### config.mk
export PLATFORM = sky130hd
export DESIGN_NAME = line_follow_steering_speed
export DESIGN_NICKNAME = d
export VERILOG_FILES = /design/src/rtl/core/lfss_pkg.sv /design/src/rtl/core/lfss_lane.sv /design/src/rtl/core/lfss_merge.sv /design/src/rtl/core/lfss_div.sv /design/src/rtl/core/lfss_ctrl.sv /design/src/rtl/core/line_follow_steering_speed.sv
export SDC_FILE = /design/constraint.sdc
export NUM_CORES = 2
export LEC_CHECK = 0
export BUFFER_PORTS_ARGS = -buffer_cell sky130_fd_sc_hd__buf_2
export CAP_MARGIN = 25
export CORE_AREA = 4 4 366 368
export DETAILED_ROUTE_END_ITERATION = 10
export DIE_AREA = 0 0 370 372
export GPL_ROUTABILITY_DRIVEN = 0
export PLACE_DENSITY_LB_ADDON = 0.25
export SETUP_SLACK_MARGIN = 0.02
export SLEW_MARGIN = 20
export SYNTH_ARGS = -nofsm -noshare
export SYNTH_HDL_FRONTEND = slang
export SYNTH_SLANG_ARGS = --single-unit
### constraint.sdc
create_clock -name aclk -period 21.1 [get_ports aclk]
set_clock_uncertainty 0.15 [all_clocks]
set_input_delay 0 -clock aclk [delete_from_list [all_inputs] [get_ports aclk]]
set_output_delay 0 -clock aclk [all_outputs]
set_load 0.02 [all_outputs]
### src/rtl/core/lfss_pkg.sv
`timescale 1ns / 1ps
// Shared constants, types and helpers for the line-follow steering/speed block.
// Used by every module under rtl/core; depends on nothing.
package lfss_pkg;

    localparam int SENSOR_COUNT    = 5;
    localparam int SAMPLE_BITS     = 10;
    localparam int PWM_MAX         = 255;

    localparam int WHITE_BITS      = 10;
    localparam int DB_BITS         = 10;
    localparam int KP_BITS         = 12;
    localparam int SERVO_BITS      = 24;
    localparam int ANGLE_BITS      = 8;
    localparam int PWM_BITS        = 8;
    localparam int RATIO_BITS      = 8;
    localparam int TH_BITS         = 10;
    localparam int TURN_SHIFT      = 6;
    localparam int SLOW_SHIFT      = 7;
    localparam int FRAC_BITS       = 8;
    localparam int ANGLE_FRAC      = 12;
    localparam int PROD_BITS       = PWM_BITS + RATIO_BITS;

    localparam int SENSOR_IDX_BITS = $clog2(SENSOR_COUNT);
    localparam int DARK_BITS       = ((WHITE_BITS > SAMPLE_BITS) ? WHITE_BITS : SAMPLE_BITS) + 1;
    localparam int SUM_BITS        = WHITE_BITS + SENSOR_IDX_BITS;
    localparam int W_BITS          = WHITE_BITS + SENSOR_IDX_BITS;
    localparam int NUM_BITS        = W_BITS + FRAC_BITS;
    localparam int Q_BITS          = FRAC_BITS + 2;
    localparam int ERR_BITS        = Q_BITS + 1;
    localparam int ERR_MAX         = 2 << FRAC_BITS;
    localparam int TRIAL_BITS      = SUM_BITS + Q_BITS;
    localparam int KPQ_BITS        = KP_BITS + Q_BITS;
    localparam int ANG_BITS        = KPQ_BITS + 2;

    // |error| < 0.15 in Q2.8 is |error| * 20 < 768
    localparam int STRAIGHT_NUM    = 768;
    localparam int STRAIGHT_DEN    = 20;
    localparam int STRAIGHT_LIM    = (STRAIGHT_NUM + STRAIGHT_DEN - 1) / STRAIGHT_DEN;
    localparam int RATIO_ONE       = 1 << SLOW_SHIFT;

    localparam int IN_BITS         = SENSOR_COUNT * SAMPLE_BITS;
    localparam int IN_TDATA_BITS   = ((IN_BITS + 7) / 8) * 8;
    localparam int OUT_BITS        = ANGLE_BITS + 2 * PWM_BITS + ERR_BITS + 2;
    localparam int OUT_TDATA_BITS  = ((OUT_BITS + 7) / 8) * 8;

    localparam int CFG_INDEX_BITS  = 4;
    localparam int CFG_DATA_BITS   = SENSOR_COUNT * WHITE_BITS;

    typedef enum logic [CFG_INDEX_BITS-1:0] {
        CFG_WHITE      = 4'd0,
        CFG_DEADBAND   = 4'd1,
        CFG_KP         = 4'd2,
        CFG_SERVO      = 4'd3,
        CFG_BASE       = 4'd4,
        CFG_TURN       = 4'd5,
        CFG_SLOW_TH    = 4'd6,
        CFG_SLOW_RATIO = 4'd7
    } cfg_index_t;

    localparam logic [DB_BITS-1:0]         DEADBAND_RESET   = 10'd50;
    localparam logic [KP_BITS-1:0]         KP_RESET         = 12'd320;
    localparam logic [SERVO_BITS-1:0]      SERVO_RESET      = 24'h872D5A;
    localparam logic [PWM_BITS-1:0]        BASE_RESET       = 8'd150;
    localparam logic [2*RATIO_BITS-1:0]    TURN_RESET       = 16'h5030;
    localparam logic [2*TH_BITS-1:0]       SLOW_TH_RESET    = 20'h600CD;
    localparam logic [2*RATIO_BITS-1:0]    SLOW_RATIO_RESET = 16'h4D66;

    localparam logic signed [3:0] SENSOR_POS [SENSOR_COUNT] = '{-4'sd2, -4'sd1, 4'sd0, 4'sd1, 4'sd2};

    typedef enum logic [1:0] {
        SLOW_NONE = 2'd0,
        SLOW_ONE  = 2'd1,
        SLOW_TWO  = 2'd2
    } slow_level_t;

    typedef struct packed {
        logic [CFG_DATA_BITS-1:0]   white;
        logic [DB_BITS-1:0]         deadband;
        logic [KP_BITS-1:0]         kp;
        logic [SERVO_BITS-1:0]      servo;
        logic [PWM_BITS-1:0]        base;
        logic [2*RATIO_BITS-1:0]    turn;
        logic [2*TH_BITS-1:0]       slow_th;
        logic [2*RATIO_BITS-1:0]    slow_ratio;
    } cfg_t;

    typedef logic [SENSOR_COUNT-1:0][WHITE_BITS-1:0] dark_vec_t;

    typedef struct packed {
        logic                   seen;
        logic                   neg;
        logic [NUM_BITS-1:0]    rem;
        logic [SUM_BITS-1:0]    den;
        logic [Q_BITS-1:0]      quo;
    } div_t;

    typedef struct packed {
        logic [ANGLE_BITS-1:0]      angle;
        logic [PWM_BITS-1:0]        left;
        logic [PWM_BITS-1:0]        right;
        logic signed [ERR_BITS-1:0] err;
        logic                       seen;
        slow_level_t                level;
    } res_t;

    function automatic logic [PWM_BITS-1:0] sat_pwm(input logic [PROD_BITS-1:0] v);
        return (v > PROD_BITS'(PWM_MAX)) ? PWM_BITS'(PWM_MAX) : PWM_BITS'(v);
    endfunction

endpackage

### src/rtl/core/lfss_lane.sv
`timescale 1ns / 1ps
// One sensor lane: darkness against the white level, deadband test, registered.
// Depends on lfss_pkg.
module lfss_lane (
    input  logic                                aclk,
    input  logic                                en,
    input  logic [lfss_pkg::WHITE_BITS-1:0]     white,
    input  logic [lfss_pkg::SAMPLE_BITS-1:0]    sample,
    input  logic [lfss_pkg::DB_BITS-1:0]        deadband,
    output logic [lfss_pkg::WHITE_BITS-1:0]     dark
);

    logic signed [lfss_pkg::DARK_BITS-1:0] diff;
    logic                                  pass;
    logic [lfss_pkg::WHITE_BITS-1:0]       dark_reg;
    logic [lfss_pkg::WHITE_BITS-1:0]       dark_next;

    assign diff = $signed(lfss_pkg::DARK_BITS'(white)) - $signed(lfss_pkg::DARK_BITS'(sample));
    assign pass = diff >= $signed(lfss_pkg::DARK_BITS'(deadband));
    // a passing darkness is never above the white level, so it fits WHITE_BITS
    assign dark_next = pass ? diff[lfss_pkg::WHITE_BITS-1:0] : '0;

    always_ff @(posedge aclk) begin
        if (en) begin
            dark_reg <= dark_next;
        end
    end

    assign dark = dark_reg;

endmodule

### src/rtl/core/lfss_merge.sv
`timescale 1ns / 1ps
// Merge of the lane results: weighted sum, weight total, divider operands.
// Depends on lfss_pkg.
module lfss_merge (
    input  logic                aclk,
    input  logic                aresetn,
    input  logic                en,
    input  logic                in_valid,
    input  lfss_pkg::dark_vec_t dark,
    output logic                out_valid,
    output lfss_pkg::div_t      out_data
);

    logic signed [lfss_pkg::W_BITS-1:0] wsum;
    logic [lfss_pkg::SUM_BITS-1:0]      tsum;
    logic [lfss_pkg::W_BITS-1:0]        wabs;
    lfss_pkg::div_t                     data_next;
    lfss_pkg::div_t                     data_reg;
    logic                               vld_reg;

    always_comb begin
        wsum = '0;
        tsum = '0;
        for (int i = 0; i < lfss_pkg::SENSOR_COUNT; i++) begin
            tsum = tsum + lfss_pkg::SUM_BITS'(dark[i]);
            wsum = wsum + $signed(lfss_pkg::W_BITS'(dark[i]))
                        * lfss_pkg::W_BITS'(lfss_pkg::SENSOR_POS[i]);
        end
        wabs = (wsum < 0) ? lfss_pkg::W_BITS'(-wsum) : lfss_pkg::W_BITS'(wsum);

        data_next.seen = (tsum != '0);
        data_next.neg  = (wsum < 0);
        data_next.rem  = lfss_pkg::NUM_BITS'(wabs) << lfss_pkg::FRAC_BITS;
        data_next.den  = tsum;
        data_next.quo  = '0;
    end

    always_ff @(posedge aclk) begin
        if (!aresetn) begin
            vld_reg <= 1'b0;
        end else if (en) begin
            vld_reg <= in_valid;
        end
    end

    always_ff @(posedge aclk) begin
        if (en) begin
            data_reg <= data_next;
        end
    end

    assign out_valid = vld_reg;
    assign out_data  = data_reg;

endmodule

### src/rtl/core/lfss_div.sv
`timescale 1ns / 1ps
// Pipelined restoring divider, one quotient bit per stage, MSB first.
// Depends on lfss_pkg.
module lfss_div (
    input  logic            aclk,
    input  logic            aresetn,
    input  logic            en,
    input  logic            in_valid,
    input  lfss_pkg::div_t  in_data,
    output logic            out_valid,
    output lfss_pkg::div_t  out_data
);

    lfss_pkg::div_t st_reg  [lfss_pkg::Q_BITS];
    logic           vld_reg [lfss_pkg::Q_BITS];

    for (genvar s = 0; s < lfss_pkg::Q_BITS; s++) begin : g_stage
        localparam int K = lfss_pkg::Q_BITS - 1 - s;

        lfss_pkg::div_t                  cur;
        lfss_pkg::div_t                  st_next;
        logic                            cur_vld;
        logic [lfss_pkg::TRIAL_BITS-1:0] trial;
        logic                            take;

        if (s == 0) begin : g_first
            assign cur     = in_data;
            assign cur_vld = in_valid;
        end else begin : g_rest
            assign cur     = st_reg[s-1];
            assign cur_vld = vld_reg[s-1];
        end

        always_comb begin
            trial   = lfss_pkg::TRIAL_BITS'(cur.den) << K;
            take    = lfss_pkg::TRIAL_BITS'(cur.rem) >= trial;
            st_next = cur;
            if (take) begin
                st_next.rem    = cur.rem - lfss_pkg::NUM_BITS'(trial);
                st_next.quo[K] = 1'b1;
            end
        end

        always_ff @(posedge aclk) begin
            if (!aresetn) begin
                vld_reg[s] <= 1'b0;
            end else if (en) begin
                vld_reg[s] <= cur_vld;
            end
        end

        always_ff @(posedge aclk) begin
            if (en) begin
                st_reg[s] <= st_next;
            end
        end
    end

    assign out_valid = vld_reg[lfss_pkg::Q_BITS-1];
    assign out_data  = st_reg[lfss_pkg::Q_BITS-1];

endmodule

### src/rtl/core/lfss_ctrl.sv
`timescale 1ns / 1ps
// Steering and wheel-speed back end: signed error, P term, clamp, turn and slow scaling.
// Two register stages; depends on lfss_pkg.
module lfss_ctrl (
    input  logic            aclk,
    input  logic            aresetn,
    input  logic            en,
    input  lfss_pkg::cfg_t  cfg,
    input  logic            in_valid,
    input  lfss_pkg::div_t  in_data,
    output logic            out_valid,
    output lfss_pkg::res_t  out_data
);

    // first stage
    logic [lfss_pkg::Q_BITS-1:0]          q;
    logic                                 neg;
    logic                                 pos;
    logic                                 straight;
    logic [lfss_pkg::PROD_BITS-1:0]       prod_in;
    logic [lfss_pkg::PROD_BITS-1:0]       prod_out;
    logic [lfss_pkg::PWM_BITS-1:0]        spd_in;
    logic [lfss_pkg::PWM_BITS-1:0]        spd_out;
    logic [lfss_pkg::PWM_BITS-1:0]        spd_base;
    logic [lfss_pkg::TH_BITS-1:0]         th1;
    logic [lfss_pkg::TH_BITS-1:0]         th2;

    logic                                 p1_vld_reg;
    logic [lfss_pkg::KPQ_BITS-1:0]        p1_kpq_reg,   p1_kpq_next;
    logic                                 p1_neg_reg;
    logic signed [lfss_pkg::ERR_BITS-1:0] p1_err_reg,   p1_err_next;
    logic                                 p1_seen_reg;
    logic [lfss_pkg::PWM_BITS-1:0]        p1_left_reg,  p1_left_next;
    logic [lfss_pkg::PWM_BITS-1:0]        p1_right_reg, p1_right_next;
    logic [lfss_pkg::RATIO_BITS-1:0]      p1_ratio_reg, p1_ratio_next;
    lfss_pkg::slow_level_t                p1_level_reg, p1_level_next;

    // second stage
    logic signed [lfss_pkg::ANG_BITS-1:0] term;
    logic signed [lfss_pkg::ANG_BITS-1:0] ang;
    logic signed [lfss_pkg::ANG_BITS-1:0] ang_lo;
    logic signed [lfss_pkg::ANG_BITS-1:0] ang_hi;
    logic signed [lfss_pkg::ANG_BITS-1:0] ang_c;
    logic [lfss_pkg::PROD_BITS-1:0]       slow_l;
    logic [lfss_pkg::PROD_BITS-1:0]       slow_r;
    logic                                 res_vld_reg;
    lfss_pkg::res_t                       res_reg, res_next;

    always_comb begin
        q   = in_data.seen ? in_data.quo : '0;
        neg = in_data.seen && in_data.neg;
        pos = !neg && (q != '0);

        p1_err_next = neg ? -$signed(lfss_pkg::ERR_BITS'(q)) : $signed(lfss_pkg::ERR_BITS'(q));
        p1_kpq_next = lfss_pkg::KPQ_BITS'(cfg.kp) * lfss_pkg::KPQ_BITS'(q);

        straight = q < lfss_pkg::Q_BITS'(lfss_pkg::STRAIGHT_LIM);
        prod_in  = lfss_pkg::PROD_BITS'(cfg.base)
                 * lfss_pkg::PROD_BITS'(cfg.turn[lfss_pkg::RATIO_BITS-1:0]);
        prod_out = lfss_pkg::PROD_BITS'(cfg.base)
                 * lfss_pkg::PROD_BITS'(cfg.turn[2*lfss_pkg::RATIO_BITS-1:lfss_pkg::RATIO_BITS]);
        spd_in   = lfss_pkg::sat_pwm(prod_in >> lfss_pkg::TURN_SHIFT);
        spd_out  = lfss_pkg::sat_pwm(prod_out >> lfss_pkg::TURN_SHIFT);
        spd_base = lfss_pkg::sat_pwm(lfss_pkg::PROD_BITS'(cfg.base));

        if (straight) begin
            p1_left_next  = spd_base;
            p1_right_next = spd_base;
        end else if (pos) begin
            p1_left_next  = spd_in;
            p1_right_next = spd_out;
        end else begin
            p1_left_next  = spd_out;
            p1_right_next = spd_in;
        end

        th1 = cfg.slow_th[lfss_pkg::TH_BITS-1:0];
        th2 = cfg.slow_th[2*lfss_pkg::TH_BITS-1:lfss_pkg::TH_BITS];
        if (q > th2) begin
            p1_ratio_next = cfg.slow_ratio[2*lfss_pkg::RATIO_BITS-1:lfss_pkg::RATIO_BITS];
            p1_level_next = lfss_pkg::SLOW_TWO;
        end else if (q > th1) begin
            p1_ratio_next = cfg.slow_ratio[lfss_pkg::RATIO_BITS-1:0];
            p1_level_next = lfss_pkg::SLOW_ONE;
        end else begin
            p1_ratio_next = lfss_pkg::RATIO_BITS'(lfss_pkg::RATIO_ONE);
            p1_level_next = lfss_pkg::SLOW_NONE;
        end
    end

    always_ff @(posedge aclk) begin
        if (!aresetn) begin
            p1_vld_reg <= 1'b0;
        end else if (en) begin
            p1_vld_reg <= in_valid;
        end
    end

    always_ff @(posedge aclk) begin
        if (en) begin
            p1_kpq_reg   <= p1_kpq_next;
            p1_neg_reg   <= neg;
            p1_err_reg   <= p1_err_next;
            p1_seen_reg  <= in_data.seen;
            p1_left_reg  <= p1_left_next;
            p1_right_reg <= p1_right_next;
            p1_ratio_reg <= p1_ratio_next;
            p1_level_reg <= p1_level_next;
        end
    end

    always_comb begin
        term   = $signed(lfss_pkg::ANG_BITS'(p1_kpq_reg));
        if (p1_neg_reg) begin
            term = -term;
        end
        ang    = $signed(lfss_pkg::ANG_BITS'({cfg.servo[7:0], {lfss_pkg::ANGLE_FRAC{1'b0}}})) + term;
        ang_lo = $signed(lfss_pkg::ANG_BITS'({cfg.servo[15:8], {lfss_pkg::ANGLE_FRAC{1'b0}}}));
        ang_hi = $signed(lfss_pkg::ANG_BITS'({cfg.servo[23:16], {lfss_pkg::ANGLE_FRAC{1'b0}}}));
        // minimum is tested first, so inverted limits resolve the same way
        if (ang < ang_lo) begin
            ang_c = ang_lo;
        end else if (ang > ang_hi) begin
            ang_c = ang_hi;
        end else begin
            ang_c = ang;
        end

        slow_l = lfss_pkg::PROD_BITS'(p1_left_reg)  * lfss_pkg::PROD_BITS'(p1_ratio_reg);
        slow_r = lfss_pkg::PROD_BITS'(p1_right_reg) * lfss_pkg::PROD_BITS'(p1_ratio_reg);

        res_next.angle = ang_c[lfss_pkg::ANGLE_FRAC +: lfss_pkg::ANGLE_BITS];
        res_next.left  = lfss_pkg::sat_pwm(slow_l >> lfss_pkg::SLOW_SHIFT);
        res_next.right = lfss_pkg::sat_pwm(slow_r >> lfss_pkg::SLOW_SHIFT);
        res_next.err   = p1_err_reg;
        res_next.seen  = p1_seen_reg;
        res_next.level = p1_level_reg;
    end

    always_ff @(posedge aclk) begin
        if (!aresetn) begin
            res_vld_reg <= 1'b0;
        end else if (en) begin
            res_vld_reg <= p1_vld_reg;
        end
    end

    always_ff @(posedge aclk) begin
        if (en) begin
            res_reg <= res_next;
        end
    end

    assign out_valid = res_vld_reg;
    assign out_data  = res_reg;

endmodule

### src/rtl/core/line_follow_steering_speed.sv
`timescale 1ns / 1ps
// Line-follow steering and speed: top level with config registers and output skid.
// Depends on lfss_pkg, lfss_lane, lfss_merge, lfss_div and lfss_ctrl.
//
// Usage:
//   s_* carries one beat per sensor set: five samples, far-left in the low bits.
//   m_* returns one beat per set: servo angle, both wheel duties, line error and
//   slow level in m_tdata, and the line-seen flag in m_tuser.
//   cfg_* writes one register per beat (index 0..7, higher indexes are ignored);
//   cfg_ready is always high. Write config only while the block is empty.
// Throughput: one beat per cycle. Five sensor lanes work in parallel, a merge
//   stage sums them and a 10-stage divider yields one quotient bit per stage.
// Pipeline: 15 register stages, the lane registers loading at the accepting
//   edge (lanes 1, merge 1, divider 10, steer/speed 2, output register 1).
// Reset: aresetn low clears all pipeline valids and the skid, and loads the
//   register defaults. No clearing pass; s_tready is high the cycle after.
// Stall: a two-entry skid at the output absorbs back-pressure. When its spare
//   entry fills, s_tready drops and the whole pipeline holds in place until
//   m_tready takes the waiting beat. s_tready is registered, with no path from
//   m_tready.
module line_follow_steering_speed (
    input  logic                                  aclk,
    input  logic                                  aresetn,

    input  logic                                  s_tvalid,
    output logic                                  s_tready,
    // far_left [9:0], near_left [19:10], middle [29:20], near_right [39:30],
    // far_right [49:40], zero pad [55:50]
    input  logic [lfss_pkg::IN_TDATA_BITS-1:0]    s_tdata,

    output logic                                  m_tvalid,
    input  logic                                  m_tready,
    // servo_angle [7:0], left_speed [15:8], right_speed [23:16],
    // line_error [34:24], slow_level [36:35], zero pad [39:37]
    output logic [lfss_pkg::OUT_TDATA_BITS-1:0]   m_tdata,
    // line_seen [0]
    output logic                                  m_tuser,

    input  logic                                  cfg_valid,
    output logic                                  cfg_ready,
    input  logic [lfss_pkg::CFG_INDEX_BITS-1:0]   cfg_index,
    input  logic [lfss_pkg::CFG_DATA_BITS-1:0]    cfg_data
);

    // ------------------------------------------------------------------
    // Configuration registers
    // ------------------------------------------------------------------
    lfss_pkg::cfg_t cfg_reg, cfg_next;

    assign cfg_ready = 1'b1;

    always_comb begin
        cfg_next = cfg_reg;
        if (cfg_valid) begin
            case (cfg_index)
                lfss_pkg::CFG_WHITE:      cfg_next.white      = cfg_data;
                lfss_pkg::CFG_DEADBAND:   cfg_next.deadband   = cfg_data[lfss_pkg::DB_BITS-1:0];
                lfss_pkg::CFG_KP:         cfg_next.kp         = cfg_data[lfss_pkg::KP_BITS-1:0];
                lfss_pkg::CFG_SERVO:      cfg_next.servo      = cfg_data[lfss_pkg::SERVO_BITS-1:0];
                lfss_pkg::CFG_BASE:       cfg_next.base       = cfg_data[lfss_pkg::PWM_BITS-1:0];
                lfss_pkg::CFG_TURN:       cfg_next.turn       = cfg_data[2*lfss_pkg::RATIO_BITS-1:0];
                lfss_pkg::CFG_SLOW_TH:    cfg_next.slow_th    = cfg_data[2*lfss_pkg::TH_BITS-1:0];
                lfss_pkg::CFG_SLOW_RATIO: cfg_next.slow_ratio = cfg_data[2*lfss_pkg::RATIO_BITS-1:0];
                default: ;  // unused index: drop the write
            endcase
        end
    end

    always_ff @(posedge aclk) begin
        if (!aresetn) begin
            cfg_reg.white      <= '1;
            cfg_reg.deadband   <= lfss_pkg::DEADBAND_RESET;
            cfg_reg.kp         <= lfss_pkg::KP_RESET;
            cfg_reg.servo      <= lfss_pkg::SERVO_RESET;
            cfg_reg.base       <= lfss_pkg::BASE_RESET;
            cfg_reg.turn       <= lfss_pkg::TURN_RESET;
            cfg_reg.slow_th    <= lfss_pkg::SLOW_TH_RESET;
            cfg_reg.slow_ratio <= lfss_pkg::SLOW_RATIO_RESET;
        end else begin
            cfg_reg <= cfg_next;
        end
    end

    // ------------------------------------------------------------------
    // Pipeline: the whole chain advances together while the skid has room
    // ------------------------------------------------------------------
    logic                adv;
    logic                lane_vld_reg;
    lfss_pkg::dark_vec_t dark_vec;
    logic                mrg_vld;
    lfss_pkg::div_t      mrg_data;
    logic                div_vld;
    lfss_pkg::div_t      div_data;
    logic                res_vld;
    lfss_pkg::res_t      res_data;

    for (genvar i = 0; i < lfss_pkg::SENSOR_COUNT; i++) begin : g_lane
        lfss_lane u_lane (
            .aclk     (aclk),
            .en       (adv),
            .white    (cfg_reg.white[i*lfss_pkg::WHITE_BITS +: lfss_pkg::WHITE_BITS]),
            .sample   (s_tdata[i*lfss_pkg::SAMPLE_BITS +: lfss_pkg::SAMPLE_BITS]),
            .deadband (cfg_reg.deadband),
            .dark     (dark_vec[i])
        );
    end

    always_ff @(posedge aclk) begin
        if (!aresetn) begin
            lane_vld_reg <= 1'b0;
        end else if (adv) begin
            lane_vld_reg <= s_tvalid;
        end
    end

    lfss_merge u_merge (
        .aclk      (aclk),
        .aresetn   (aresetn),
        .en        (adv),
        .in_valid  (lane_vld_reg),
        .dark      (dark_vec),
        .out_valid (mrg_vld),
        .out_data  (mrg_data)
    );

    lfss_div u_div (
        .aclk      (aclk),
        .aresetn   (aresetn),
        .en        (adv),
        .in_valid  (mrg_vld),
        .in_data   (mrg_data),
        .out_valid (div_vld),
        .out_data  (div_data)
    );

    lfss_ctrl u_ctrl (
        .aclk      (aclk),
        .aresetn   (aresetn),
        .en        (adv),
        .cfg       (cfg_reg),
        .in_valid  (div_vld),
        .in_data   (div_data),
        .out_valid (res_vld),
        .out_data  (res_data)
    );

    // ------------------------------------------------------------------
    // Output skid: head entry drives m_*, spare catches one beat on stall
    // ------------------------------------------------------------------
    lfss_pkg::res_t out_reg,   out_next;
    logic           out_vld_reg, out_vld_next;
    lfss_pkg::res_t spare_reg, spare_next;
    logic           spare_vld_reg, spare_vld_next;
    logic           push;
    logic           pop;

    assign adv      = !spare_vld_reg;
    assign s_tready = adv;
    assign push     = adv && res_vld;
    assign pop      = out_vld_reg && m_tready;

    always_comb begin
        out_next       = out_reg;
        out_vld_next   = out_vld_reg;
        spare_next     = spare_reg;
        spare_vld_next = spare_vld_reg;
        if (!out_vld_reg || pop) begin
            if (spare_vld_reg) begin
                // spare full means the pipeline held: no push this cycle
                out_next       = spare_reg;
                out_vld_next   = 1'b1;
                spare_vld_next = 1'b0;
            end else begin
                out_next       = res_data;
                out_vld_next   = push;
            end
        end else if (push) begin
            spare_next     = res_data;
            spare_vld_next = 1'b1;
        end
    end

    always_ff @(posedge aclk) begin
        if (!aresetn) begin
            out_vld_reg   <= 1'b0;
            spare_vld_reg <= 1'b0;
        end else begin
            out_vld_reg   <= out_vld_next;
            spare_vld_reg <= spare_vld_next;
        end
    end

    always_ff @(posedge aclk) begin
        out_reg   <= out_next;
        spare_reg <= spare_next;
    end

    assign m_tvalid = out_vld_reg;
    assign m_tuser  = out_reg.seen;
    assign m_tdata  = lfss_pkg::OUT_TDATA_BITS'({out_reg.level, out_reg.err, out_reg.right,
                                                 out_reg.left, out_reg.angle});

    // ------------------------------------------------------------------
    // Assertions
    // ------------------------------------------------------------------
    // the spare entry only ever fills behind a held head entry
    a_spare_behind_head: assert property (@(posedge aclk) disable iff (!aresetn)
        spare_vld_reg |-> out_vld_reg)
        else $error("skid spare valid without head entry");

    // no line seen forces a zero error
    a_no_line_zero_err: assert property (@(posedge aclk) disable iff (!aresetn)
        (out_vld_reg && !out_reg.seen) |-> (out_reg.err == '0))
        else $error("nonzero line error without line");

    // centroid error stays within two sensor pitches
    a_err_range: assert property (@(posedge aclk) disable iff (!aresetn)
        out_vld_reg |-> ((out_reg.err <= $signed(lfss_pkg::ERR_BITS'(lfss_pkg::ERR_MAX)))
                      && (out_reg.err >= -$signed(lfss_pkg::ERR_BITS'(lfss_pkg::ERR_MAX)))))
        else $error("line error out of range");

endmodule

==> impl_summary.txt <==
----------------------------------------------------
[Clock tree]
  CTS hold repair buffers ... 148
  Clock Root Buffer ... clkbuf_16
  CTS tree ... yes
  Post-CTS sizing ... 0
  Post-CTS clock slew at the launch and capture registers of the worst setup and hold paths ... 0.06 ns
  Post-CTS Setup Bufs ... 0
  Clock net sink count ... 762
  CTS Buf Count ... 90
  H-tree lvl count ... 3
  Clock Latency Late Sink ... 0.68 ns
  Number of buffers between clock root and the deepest sink ... 3

[Power]
  Peak VDD IR ... 0.197 mV
  Power density over the cells ... 180 nW/µm²
  Static leakage power ... 26.2 nW
  Overall power ... 0.0106 W

[Routing]
  Post-route ant nets ... 0
  Pre-antenna DRT Iters ... 5
  Wire length per cell ... 16.6 µm
  Wirelength, routed ... 118000 µm
  Starting DRC count in detailed routing ... 1897
  Number of remaining DRC errors ... 0
  Via density ... 5.01
  Via count ... 35622

[Floorplan]
  Std cell rows ... 133
  Vertical die dimension ... 372 µm
  Area of the die ... 138000 µm²
  Chip width ... 370 µm
  I/O Pins ... 159
  Placeable core region ... 131000 µm²
  Initial cell density of the core ... 0.397

[Min path]
  HP Start ... s_tdata[5]
  Hold Path Cell Cnt ... 6
  Hold/Removal Path Class ... in2reg
  Terminating pin of the worst hold path ... g_lane[0].u_lane.dark[5]$_SDFFCE_PN0N_

[Final layout]
  Post-layout nets ... 6161
  Final instance area ... 59100 µm²
  Leading cell type in the layout, fill and taps excluded ... inv_1
  Layout cell share with drive strength beyond 1 ... 0.0819
  Non-filler instance count after layout ... 7104
  Largest register FFs ... 337
  Top library cells by usage in the layout, fill and taps aside ... 678 x inv_1, 599 x edfxtp_1, 529 x nand2_1, 500 x ha_1, 273 x fa_1
  Total of fill cells in the finished design ... 12234
  Layout overhead on the synthesized area ... 13.8%

[Yosys]
  Post-synthesis xor/xnor area fraction ... 0.0395
  Unique masters post-synth ... 75
  Fraction of registers with async set or reset after synthesis ... 0
  Post-synthesis instance total ... 4995
  Share of synthesized cell area in and, or, nand and nor gates ... 0.147
  Mux share of post-synthesis cell area ... 0.0255
  Number of flops mapped to enable cells by yosys ... 599
  Register area share after synthesis ... 0.409
  Area fraction in compound gates after synthesis ... 0.0923
  Adder and majority cell fraction of the synthesized area ... 0.226
  Per-instance average area after synthesis ... 10.4 µm²
  Seq cells post-synth ... 762
  Top_reg_cell synth ... edfxtp_1
  Main combinational cell family by area after synthesis ... adder cells
  Area of the mapped netlist ... 51900 µm²
  Syn. warnings ... 0

[Setup path]
  Library cell appearing most often on the critical path ... fa_1
  Start-to-end type of the worst setup path ... reg2reg
  Worst Setup Start Kind ... register
  Capture point of the worst reg-to-reg path ... u_ctrl.p1_kpq_reg[19]$_DFFE_PN_
  Worst Reg2Reg Path Length in Cells ... 20
  Cell with the biggest individual delay on the critical path ... and2_1
  Crit-path max cell delay ... 0.78 ns
  Worst r2r src ... u_div.st_reg[9][45]$_DFFE_PN_
  Worst setup slack for register-to-register paths ... 14.08 ns
  Worst Setup End Kind ... register
  WP data arrival ... 7.30 ns
  Data required time at the worst endpoint ... 21.38 ns
  Peak fanout along the critical path ... 60
  Cell breakdown of the critical path ... buf_4 -> and2_1 -> nand2_1 -> fa_1 -> inv_1 -> fa_1 -> inv_1 -> fa_1 -> fa_1 -> inv_1 -> fa_1 -> ha_1 -> nor4_1 -> o21ai_0 -> a41oi_1 -> o211ai_1 -> a31oi_1 -> o21bai_1 -> a21oi_1 -> xnor2_1

[GRT]
  Overall track demand over capacity in global routing ... 0.173
  Number of global-route vias before repair ... 36418
  Largest net degree at the start of global routing ... 94
  Antenna violations before repair ... 1
  First-pass GRT wire length ... 193000 µm
  GRT Residual Overflow ... 0

[STA]
  # setup viols final ... 0
  Max frequency ... 0.143 GHz
  PnR worst setup slack ... 14.08 ns
  Setup TNS ... 0 ns
  Unrepaired setup endpoints after global routing ... false
  Final Max Slew Viols ... 0
  Slew at the pin closest to its max-slew limit ... 0.951 ns
  Max_slew headroom ... 0.366
  Min Clock Period, post-route ... 7.02 ns
  Final Cycle Share ... 0.333
  Number of endpoints with negative hold slack in the final report ... 0

[Status]
  Outcome ... complete, no violations

[Placed design]
  Number of buffer cells added on primary ports ... 148
  Detail Placement HPWL ... 86300 µm
  Setup Slack @ Placement ... 14.06 ns
  Post-detailed-placement cell area ... 54600 µm²
  Count of placed standard cells including taps ... 6785

[Flow run]
  Max-Cap Viols ... 0

----------------------------------------------------
worst max-delay path by stage:
stage	from	cells after the start	endpoint	slack (ns)
final	u_div.st_reg[9][45]$_DFFE_PN_	20	u_ctrl.p1_kpq_reg[19]$_DFFE_PN_	14.08
after global routing	u_div.st_reg[9][45]$_DFFE_PN_	20	u_ctrl.p1_kpq_reg[19]$_DFFE_PN_	13.55
after CTS	u_div.st_reg[9][45]$_DFFE_PN_	20	u_ctrl.p1_kpq_reg[19]$_DFFE_PN_	14.03
after detailed placement	u_div.st_reg[9][45]$_DFFE_PN_	20	u_ctrl.p1_kpq_reg[19]$_DFFE_PN_	14.06
after global placement	u_div.st_reg[9][45]$_DFFE_PN_	20	u_ctrl.p1_kpq_reg[19]$_DFFE_PN_	14.14
after floorplan	spare_vld_reg$_SDFFE_PP0P_	3	g_lane[0].u_lane.dark[0]$_SDFFCE_PN0N_	9.29
Yosys cell counts, types with 15 or more instances:
| master | number | area [µm²] |
|---|---|---|
| or3_1 | 29 | 181 |
| nand2b_1 | 65 | 407 |
| dfxtp_1 | 163 | 3260 |
| o21ai_0 | 142 | 711 |
| edfxtp_1 | 599 | 18000 |
| and2_1 | 192 | 1200 |
| nor2b_1 | 93 | 582 |
| a31oi_1 | 15 | 93.8 |
| nor2_1 | 210 | 788 |
| o21a_1 | 38 | 285 |
| nand3_1 | 124 | 621 |
| a21o_1 | 78 | 586 |
| o31ai_1 | 17 | 128 |
| mux2_2 | 82 | 923 |
| nor3b_1 | 51 | 383 |
| a21oi_1 | 223 | 1120 |
| nor3_1 | 76 | 380 |
| and3_1 | 66 | 413 |
| nand4_1 | 26 | 163 |
| clkbuf_1 | 131 | 492 |
| ha_1 | 500 | 6260 |
| a21boi_0 | 78 | 586 |
| inv_1 | 679 | 2550 |
| a211oi_1 | 18 | 135 |
| xnor2_1 | 159 | 1390 |
| fa_1 | 273 | 5470 |
| o21bai_1 | 15 | 113 |
| mux2i_1 | 40 | 400 |
| o211ai_1 | 31 | 233 |
| xor2_1 | 75 | 657 |
| nor4_1 | 20 | 125 |
| nand2_1 | 529 | 1990 |
power breakdown:
part           switching, W  internal (W)
registers          0.000352       0.00254
logic               0.00337       0.00282
clock network      0.000634      0.000922
stage by stage:
step / hold WS [ns] / util
global placement: 0.0589 / 0.417
detailed placement: 0.0615 / 0.417
finish: 0.0540 / 0.452
CTS: 0.0000981 / 0.451
global route: 0.0602 / 0.452
floorplan: -0.0260 / -
logic make-up after synthesis:
kind of cell               after synthesis
and+or+nand+nor                       1531
DFF                                    762
adders and majority gates              774
AOI/OAI and AO/OA                      747
buffers and inverters                  823
muxes                                  122
xor gates and xnor gates               234
other                                    2
layer usage:
| metal | share of wire | global-route usage |
|---|---|---|
| met4 | 0.022 | 0.0479 |
| met1 | 0.46 | 0.230 |
| met2 | 0.48 | 0.297 |
| met3 | 0.040 | 0.0238 |
| met5 | 0 | 0 |
worst max-delay path, delay by kind of cell, from the launching register on:
family	cells	cell delay [ns]
fa+ha+maj	6	2.84
compound gates	6	1.55
simple gates	3	1.25
buf+inv	4	0.57
flops	1	0.32
xor+xnor	1	0.08
layout make-up:
type | instances | area, µm² | area share
diodes | 1 | 2.50 | 0.0000424
clock buffers | 108 | 2390 | 0.0405
clock inverters | 59 | 586 | 0.00991
inverters | 681 | 2560 | 0.0434
multi-input cells | 3412 | 27600 | 0.467
flip-flops and latches | 762 | 21300 | 0.360
well taps | 1755 | 2200 | 0.0372
repair buffers | 326 | 2490 | 0.0422
Power figures use the tool's default switching activity.
